**src/sfbu_pkg.sv**
```systemverilog
package sfbu_pkg;

   localparam int EXP_BITS    = 15;
   localparam int QUEUE_DEPTH = 4;
   localparam int DIV_BITS    = 17;
   localparam logic [14:0] CLAMP_STEPS = 15'd22528;
   localparam logic [63:0] EXP_BASE_Q32 = 64'd4278222805;

   typedef struct packed {
      logic        func;
      logic        neg;
      logic [14:0] k;
      logic [15:0] grad_out;
      logic [15:0] grad_acc;
   } item_type;

   // exp(-2^n/256) in Q0.32 by repeated rounded squaring
   function automatic logic [31:0] exp_base(input int n);
      logic [63:0] b;
      b = EXP_BASE_Q32;
      for (int i = 0; i < n; i++) begin
         b = (b * b + 64'h8000_0000) >> 32;
      end
      return b[31:0];
   endfunction

endpackage

```
**src/sfbu_front.sv**
```systemverilog
module sfbu_front #(
   parameter int QueueDepth = sfbu_pkg::QUEUE_DEPTH
) (
   input  logic               clock,
   input  logic               reset,
   input  logic               in_valid,
   output logic               in_ready,
   input  logic               in_func,
   input  logic [15:0]        in_x,
   input  logic [15:0]        in_grad_out,
   input  logic [15:0]        in_grad_acc,
   output logic               q_valid,
   output sfbu_pkg::item_type q_item,
   input  logic               q_pop
);

   localparam int PtrW = (QueueDepth > 1) ? $clog2(QueueDepth) : 1;
   localparam int CntW = $clog2(QueueDepth + 1);

   sfbu_pkg::item_type mem_ff [QueueDepth];
   logic [PtrW-1:0] wr_ptr_ff, wr_ptr_in, rd_ptr_ff, rd_ptr_in;
   logic [CntW-1:0] count_ff, count_in;
   sfbu_pkg::item_type cls;
   logic [16:0] mag;
   logic push, pop;

   always_comb begin
      mag = in_x[15] ? (17'd0 - {in_x[15], in_x}) : {1'b0, in_x};
      cls.func     = in_func;
      cls.neg      = in_x[15];
      cls.k        = (mag > {2'b00, sfbu_pkg::CLAMP_STEPS}) ? sfbu_pkg::CLAMP_STEPS
                                                             : mag[14:0];
      cls.grad_out = in_grad_out;
      cls.grad_acc = in_grad_acc;
   end

   assign in_ready = (count_ff != CntW'(QueueDepth));
   assign q_valid  = (count_ff != '0);
   assign q_item   = mem_ff[rd_ptr_ff];
   assign push     = in_valid && in_ready;
   assign pop      = q_pop && q_valid;

   always_comb begin
      wr_ptr_in = wr_ptr_ff;
      rd_ptr_in = rd_ptr_ff;
      count_in  = count_ff;
      if (push) begin
         wr_ptr_in = (wr_ptr_ff == PtrW'(QueueDepth - 1)) ? '0 : wr_ptr_ff + 1'b1;
      end
      if (pop) begin
         rd_ptr_in = (rd_ptr_ff == PtrW'(QueueDepth - 1)) ? '0 : rd_ptr_ff + 1'b1;
      end
      if (push && !pop) begin
         count_in = count_ff + 1'b1;
      end else if (pop && !push) begin
         count_in = count_ff - 1'b1;
      end
   end

   always_ff @(posedge clock) begin
      if (reset) begin
         wr_ptr_ff <= '0;
         rd_ptr_ff <= '0;
         count_ff  <= '0;
      end else begin
         wr_ptr_ff <= wr_ptr_in;
         rd_ptr_ff <= rd_ptr_in;
         count_ff  <= count_in;
      end
   end

   always_ff @(posedge clock) begin
      if (push) begin
         mem_ff[wr_ptr_ff] <= cls;
      end
   end

endmodule

```
**config.mk**
```make
export PLATFORM = sky130hd
export DESIGN_NAME = sfbu_front
export DESIGN_NICKNAME = d
export VERILOG_FILES = /design/src/sfbu_pkg.sv /design/src/sfbu_front.sv
export SDC_FILE = /design/constraint.sdc
export NUM_CORES = 1
export LEC_CHECK = 0
export BUFFER_PORTS_ARGS = -buffer_cell sky130_fd_sc_hd__buf_2
export CAP_MARGIN = 10
export CORE_UTILIZATION = 62
export CTS_CLUSTER_DIAMETER = 30
export CTS_CLUSTER_SIZE = 28
export DETAILED_ROUTE_END_ITERATION = 16
export PLACE_DENSITY = 0.85
export SLEW_MARGIN = 40
export SYNTH_ARGS = -nofsm -noshare
export SYNTH_HDL_FRONTEND = slang
export SYNTH_SLANG_ARGS = --single-unit
export TNS_END_PERCENT = 100
```
**constraint.sdc**
```tcl
create_clock -name clock -period 5.33 [get_ports clock]
set_input_delay 0 -clock clock [delete_from_list [all_inputs] [get_ports clock]]
set_output_delay 0 -clock clock [all_outputs]
set_load 0.03 [all_outputs]
```
==> results.cfg <==
[yosys]
netlist_area_mm2 = 0.008188
ys_ff_latch = 205
synth_edf_count = 196
yosysMostFrequentCell = edfxtp_1
yosys_warnings = 0
synth_cell_type_count = 46
ys_dominant_reg_cell = edfxtp_1
synth.top_cell.area_share_pct = 71.88
synth_commonest_cells = 196 x edfxtp_1, 49 x mux4_2, 18 x nor2_1, 13 x nand2_1, 12 x a21oi_1
synth_seq_area_share_pct = 74.08
async_flop_share_pct = 0
synth_area_per_cell_um2 = 20.17
synth_area_leader_cell = edfxtp_1
syn-num-nets = 468
synthCells = 406
synth_area_leaders = edfxtp_1 72%, mux4_2 13%, dfxtp_1 2.2%, ha_1 1.2%, xor2_1 1.2%

[floorplanning]
die_area_mm2 = 0.01367
io_pins = 104
core_mm2 = 0.01277
die_height_um = 116.9
initial_core_util_pct = 64.10
fp.dieW_um = 116.9
placementRows = 41

[drt]
dr.pass1.iters = 4
routed_via_density = 6.171
drt_wl_total_mm = 19.44
final_antenna_net_count = 0
drc = 0
drtIter0Drc = 487
routedWlPerCell_um = 25.38
vias = 4727

[layout]
instances_no_fill = 766
fin_area_mm2 = 0.01038
fill_cells = 569
antenna-diode-count = 0
syn2layout_area_growth_pct = 26.76
layout.nets = 632
drive_gt1_share_pct = 38.89

[cts]
cts-root-buf = clkbuf_16
cts_sinks = 205
numCtsBuffers = 30
postCtsSetupRepairBufs = 0
clk_latency_ns = 0.53
cts_htree_levels = 1
cts_tree = yes
clock_path_buffers = 3
clk_pin_slew_ns = 0.05

[global_routing]
gr-total-overflow = 0
grt_antenna_before_repair = 0
grt_pass1_vias = 4912
grt_max_degree = 50
grt_pass1_wl_mm = 28.55
grtUsageTotal_pct = 29.24

[place]
finalWeightedCongestion = 0.8293
dpl-instance-area_mm2 = 0.008924
dp.cells = 670
dp_hpwl_mm = 9.156
numPortBuffers = 103

[timing]
min_period_ns = 2.446
rsz0062_at_grt = no
period_share_pct = 45.89
fmax_mhz = 408.9
hold_viol = 0
skew_ns = 0.01710
slew_violations = 0
slew_headroom_pct = 49.32
tightestPinTransition_ns = 0.7603
final.setup.tns_ns = 0
finalSetupViolCount = 0

[run]
drv_cap = 0

[worst_setup_path]
path_max_fanout = 4
arrival_ns = 2.89
critPathKind = reg2reg
cp-startpoint = count_ff[0]
worstPathRequired_ns = 5.77
end_kind = flip-flop
crit_top_cell = or3_1
path_cells = or3_1 -> nand2_1 -> ha_1 -> inv_1 -> fa_1 -> xor2_1 -> or3_1 -> a21oi_1
worstSetupStartpointType = flip-flop
reg2reg_from = count_ff[0]
slowest_delay_ns = 0.44
slowest_stage = or3_1
cp-endpoint = count_ff[2]
reg2regPathDepth = 8
r2r-end = count_ff[2]
rrSetupSlack_ns = 2.88

[power_and_ir_drop]
power_uw = 5259
p_leak_uw = 0.003657
p_per_area_mw_per_mm2 = 506.7
peakVddDrop_v = 0.0002578

[status]
status = completed

[worst_hold_path]
hp-start = in_x[10]
worst_hold_path_type = in2reg
min_path_cells = 3
[layout by cell type, fill, tap and decap left out, types with 4 or more instances in the layout]
master	n
edfxtp_1	196
buf_2	103
mux4_2	49
dlygate4sd3_1	40
clkbuf_16	31
nor2_1	18
nand2_1	13
a21oi_1	12
xor2_1	11
inv_1	8
ha_1	8
dfxtp_1	7
inv_6	6
xnor2_1	5
and3_2	5
buf_4	5
nand4_1	4
nor3_1	4
nand3_1	4
a31oi_1	4
bufinv_16	4
clkinv_4	4
[through the flow]
| step | hold WS [ns] | util, % | setup WS, ns |
|---|---|---|---|
| 6_report | 0.01697 | 81.25 | 2.884 |
| 3_5_place_dp | 0.2155 | 69.86 | 2.869 |
| 3_3_place_gp | 0.2101 | 69.55 | 3.047 |
| 5_1_grt | 0.03224 | 81.25 | 2.796 |
| 2_1_floorplan | 0.06907 | - | 2.907 |
| 4_1_cts | 0.005375 | 81.25 | 2.960 |
[critical path: cells and delay by family (launching register included)]
kind | cells | cell delay [ns]
xor+xnor | 1 | 0.17
compound gates | 1 | 0.18
flops | 1 | 0.35
simple gates | 3 | 1.00
fa+ha+maj | 2 | 0.61
buf+inv | 1 | 0.07
[cell families after synthesis]
group,after synthesis,synth area share [%]
DFF,205,74.08
and+or+nand+nor,71,5.364
muxes,52,13.84
buffers and inverters,27,1.421
AOI/OAI and AO/OA,26,2.109
xor gates and xnor gates,16,1.711
adders and majority gates,9,1.467
[worst min path at each step]
stage / to / slack, ns
2_1_floorplan: count_ff[2] / 0.07
3_3_place_gp: mem_ff[2][9] / 0.21
3_5_place_dp: mem_ff[1][25] / 0.22
4_1_cts: mem_ff[0][32] / 0.005
5_1_grt: mem_ff[3][32] / 0.03
6_report: mem_ff[3][42] / 0.02
[layout make-up]
type / instances / area, um^2 / area share (%)
clock inverters: 24 / 275.3 / 2.652
multi-input cells: 174 / 2011 / 19.37
repair buffers: 150 / 993.5 / 9.572
inverters: 9 / 33.78 / 0.3255
flip-flops and latches: 205 / 6071 / 58.49
clock buffers: 32 / 779.5 / 7.511
well taps: 172 / 215.2 / 2.074
[registers in the layout, indices dropped and copies added, names as in the netlist, named ones only]
register,cells
mem_ff,196
count_ff,3
rd_ptr_ff,2
wr_ptr_ff,2
[where the power goes]
part	switching, uW	internal (uW)
clock network	768	1280
registers	88.0	1960
logic	738	432
[metal layers]
| metal | GRT usage, % | part of all wire (%) |
|---|---|---|
| met1 | 38.42 | 39 |
| met2 | 50.73 | 52 |
| met3 | 5.510 | 7.7 |
| met4 | 8.017 | 1.6 |
| met5 | 0 | 0 |
[timing repair]
item,4_1_cts,5_1_grt
hold buffers,40,0
gates resized for setup,0,0
endpoints found under the hold margin,157,0
Note: power is estimated with default switching activity, not from simulation.
